--- config.mk ---
export PLATFORM = sky130hd
export DESIGN_NAME = kr_ram
export DESIGN_NICKNAME = d
export VERILOG_FILES = /design/src/rtl/core/kr_ram.sv
export SDC_FILE = /design/constraint.sdc
export NUM_CORES = 1
export LEC_CHECK = 0
export BUFFER_PORTS_ARGS = -buffer_cell sky130_fd_sc_hd__buf_2
export CAP_MARGIN = 10
export CORE_MARGIN = 3
export CORE_UTILIZATION = 58
export CTS_BUF_LIST = sky130_fd_sc_hd__clkbuf_4
export DETAILED_ROUTE_END_ITERATION = 12
export HOLD_SLACK_MARGIN = 0.1
export PLACE_DENSITY_LB_ADDON = 0.3
export SYNTH_ARGS = -nofsm -noshare
export SYNTH_HDL_FRONTEND = slang
export SYNTH_SLANG_ARGS = --single-unit
--- constraint.sdc ---
create_clock -name clk -period 1.76 [get_ports clk]
set_input_delay 0.088 -clock clk [delete_from_list [all_inputs] [get_ports clk]]
set_output_delay 0.088 -clock clk [all_outputs]
set_load 0.005 [all_outputs]
--- src/rtl/core/kr_ram.sv ---
// Generic single-write, single-read RAM with registered read data.
// No dependencies.
`timescale 1ns / 1ps

module kr_ram #(
	parameter int WIDTH = 8,
	parameter int DEPTH = 16
) (
	input  logic                     clk,
	input  logic                     we,
	input  logic [$clog2(DEPTH)-1:0] waddr,
	input  logic [WIDTH-1:0]         wdata,
	input  logic [$clog2(DEPTH)-1:0] raddr,
	output logic [WIDTH-1:0]         rdata
);

	logic [WIDTH-1:0] mem [DEPTH];

	always_ff @(posedge clk) begin
		if (we) begin
			mem[waddr] <= wdata;
		end
		rdata <= mem[raddr];
	end

endmodule

==> reports/results.txt <==
The min-delay analysis places its worst path in the category input port to flop. Of the available clock period, the critical path in the final layout requires 79.4%. The clock tree synthesis step divided the H-tree into 4 levels. Across every metal layer, demand over resource in global routing totals 21.2%. Setup repair after global routing left no endpoint under its margin.

The share of layout cells above drive strength 1 is 31.6%, and the final-report max-slew violation count is 0. The number of nets in the final layout is 312, and the number of standard cells after synthesis is 229. The run gives 0.49 ns as the worst-skew pair later-pin latency. sky130_fd_sc_hd__edfxtp_1 is the most common cell in the netlist.

Setup violations remaining at the end of the flow were counted as 0. The tools report the number of nets produced by synthesis as 247. Share of the synthesized area in the top cell type: 74.7%. Sequential elements use 77.8% of the synthesized area. The floorplan step set the die height to 100 µm.

Yosys attributes the largest share of cell area to sky130_fd_sc_hd__edfxtp_1 75%, sky130_fd_sc_hd__mux4_2 7.9%, sky130_fd_sc_hd__mux4_1 7.1%. For the total DRC errors in the routed layout, the log shows 0. The number of placement rows is 33. The number of top-level pins was 26; the maximum number of buffers from clock root to sink was 2.

Among all flip-flop cells after synthesis, the most frequent one is sky130_fd_sc_hd__edfxtp_1. The number of hold buffers added after CTS was 8. The actual slew at the worst max-slew pin works out to 0.482 ns. After routing, the total negative slack on setup checks comes to 0 ns. The tools report the sum of net half-perimeters after detailed placement as 6000 µm. The critical path is of the flop to flop type. Clock tree synthesis inserted a total of 17 buffers. Based on the critical path, the design can be clocked at up to 716 MHz. The mapped netlist covers 5150 µm². The flow ran to the end, and the final reports show no timing, DRC or antenna violations. The overall routed net length is 9460 µm. Power comes to 6.18 mW. After global routing the overflow that remains totals 0. In this run, distinct cell masters in the synthesized netlist total 19. Global routing used 34.1% of the available met2 tracks. The die covers 10000 µm².

The tools report the count of final hold-check violations as 0. For this configuration, the core starts out at a cell density of 61.1%. The worst-case IR drop observed on VDD is 0.606 mV. For the worst setup path, the data arrival time is 1.77 ns.

The cell accounting for the most synthesized area is sky130_fd_sc_hd__edfxtp_1. The routed wirelength normalized by instance count is 22.9 µm, and the post-synthesis async set-or-reset flop share is 0%. The global-route track usage on met3 came out at 5.98%. The max-capacitance violation count was 0; the routability-driven placement congestion ratio was 0.690.

The post-layout instance count excluding filler cells was 413. The register bit total from synthesis came out at 136. The tools report the CTS root buffer as sky130_fd_sc_hd__clkbuf_4. The run gives 23 as the maximum number of pins on one net before global-route repair. Buffers added to address setup during post-CTS repair amount to 0. Leakage power of the design: 2.03 nW. STA classifies the critical path startpoint as a flop.

After clock tree synthesis, the clock-pin slew on the worst setup and hold paths is 0.12 ns. Port buffering added 25 buffers. The number of global-route vias before repair was 2641.

The layer with the highest usage is met2. TritonCTS built the clock tree. Counting tap cells, the placed design contains a total of 372 instances.

After clock tree synthesis, the repair step resized 0 gates. The floorplan step defined a core boundary enclosing 8420 µm². For this run, the detailed router's first-pass iteration total came to 4. Using the TritonRoute via totals, the vias-per-cell ratio works out to 6.08.

The required time of the critical path came out at 2.13 ns. After synthesis, the most frequently instantiated cells are 128 x sky130_fd_sc_hd__edfxtp_1, 18 x sky130_fd_sc_hd__mux4_2, 16 x sky130_fd_sc_hd__a22oi_1. The count of clock tree sinks is 136.

Power spread over the standard cell area amounts to 1040 nW/µm². The maximum net fanout on the critical path is 1, and the number of synthesized flops with an enable pin is 128. For met1 alone, demand over resource in global routing was 28.8%. The first global-routing pass estimated 15200 µm of wire.

The worst path needs 1.40 ns of the cycle, external delays included. For this run, the number of Yosys warnings is 0. The worst setup path is captured at a flop. In this run the tightest slew margin relative to its limit is 67.9%. The run gives 166 as the initial detailed-routing violation count. Setup slack closes at 0.362 ns. The average instance in the mapped netlist occupies 22.5 µm². The run gives 1 as the number of antenna violations at the first check in global routing. OpenSTA, run right after detailed placement, puts the worst setup slack at 0.206 ns.

The horizontal die dimension was 100 µm; the total number of vias was 2511. The count of nets left with antenna violations after detail routing came out at 0. The clock arrives with 0.0122 ns of skew. Compared with the post-synthesis result, the final layout area differs by 14.8%.
-- cells by family after synthesis --
group	Yosys count	synth area share, %
mux	32	15.0
simple gates	35	3.18
buf+inv	10	1.68
flops	136	77.8
compound gates	16	2.33
-- report_power, final --
group | switching (mW) | internal (mW)
logic | 0.185 | 0.163
clock network | 1.02 | 1.17
registers | 0.0228 | 3.61
-- final timing paths --
path / start / end / slack (ns) / cells after the start
worst max-delay path: mem[1][5] / rdata[5] / 0.36 / 3
worst max register to register: mem[1][5] / rdata[5] / 0.36 / 3
worst min-delay path: waddr[0] / mem[0][5] / 0.15 / 3
worst min register to register: mem[15][7] / rdata[7] / 0.69 / 3
-- layer usage --
metal / share of wire [%] / vias up
li1: - / 1105
met1: 39 / 1292
met3: 7.7 / 11
met5: 0 / -
met4: 1.3 / 0
met2: 52 / 103
-- cells in the final DEF (no fill, tap or decap) --
cell type and count:
sky130_fd_sc_hd__a22oi_1 16, sky130_fd_sc_hd__mux4_1 14, sky130_fd_sc_hd__or3b_2 1, sky130_fd_sc_hd__nand2_1 9, sky130_fd_sc_hd__clkinv_2 4, sky130_fd_sc_hd__diode_2 1, sky130_fd_sc_hd__buf_2 25, sky130_fd_sc_hd__nor2b_1 1
sky130_fd_sc_hd__bufinv_16 4, sky130_fd_sc_hd__and2b_1 1, sky130_fd_sc_hd__nand2b_1 2, sky130_fd_sc_hd__nor3_1 4, sky130_fd_sc_hd__buf_4 21, sky130_fd_sc_hd__buf_12 2, sky130_fd_sc_hd__clkbuf_4 21, sky130_fd_sc_hd__clkinvlp_4 1
sky130_fd_sc_hd__and2_1 1, sky130_fd_sc_hd__edfxtp_1 128, sky130_fd_sc_hd__mux4_2 18, sky130_fd_sc_hd__nor2_1 13, sky130_fd_sc_hd__nand3_1 1, sky130_fd_sc_hd__clkinv_1 2, sky130_fd_sc_hd__nand3b_1 2, sky130_fd_sc_hd__dfxtp_1 8
sky130_fd_sc_hd__dlygate4sd3_1 8
-- registers in the layout, summed over array words and instances (netlist names) --
register and count:
mem 128, rdata 8
-- area by class of cell --
| class | count | area [µm²] |
|---|---|---|
| fill | 532 | 2510 |
| sequential | 136 | 4000 |
| timing repair buffer | 56 | 403 |
| clock inverter | 11 | 155 |
| tap | 105 | 131 |
| multi-input combinational | 83 | 1060 |
| clock buffer | 21 | 158 |
| antenna | 1 | 2.50 |
-- metrics by stage --
stage	hold slack, ns	util, %	cell area, µm²
global placement	0.466	65.5	5520
finish	0.152	70.2	5910
floorplan	0.187	-	5150
detailed placement	0.464	65.5	5520
global route	0.106	70.2	5910
CTS	0.111	70.1	5910
-- critical path, stage by stage (launching register included) --
cell and delay (ns):
sky130_fd_sc_hd__edfxtp_1 0.38, sky130_fd_sc_hd__mux4_1 0.50, sky130_fd_sc_hd__a22oi_1 0.29, sky130_fd_sc_hd__nand2_1 0.10
(Power assumes the default switching activity.)
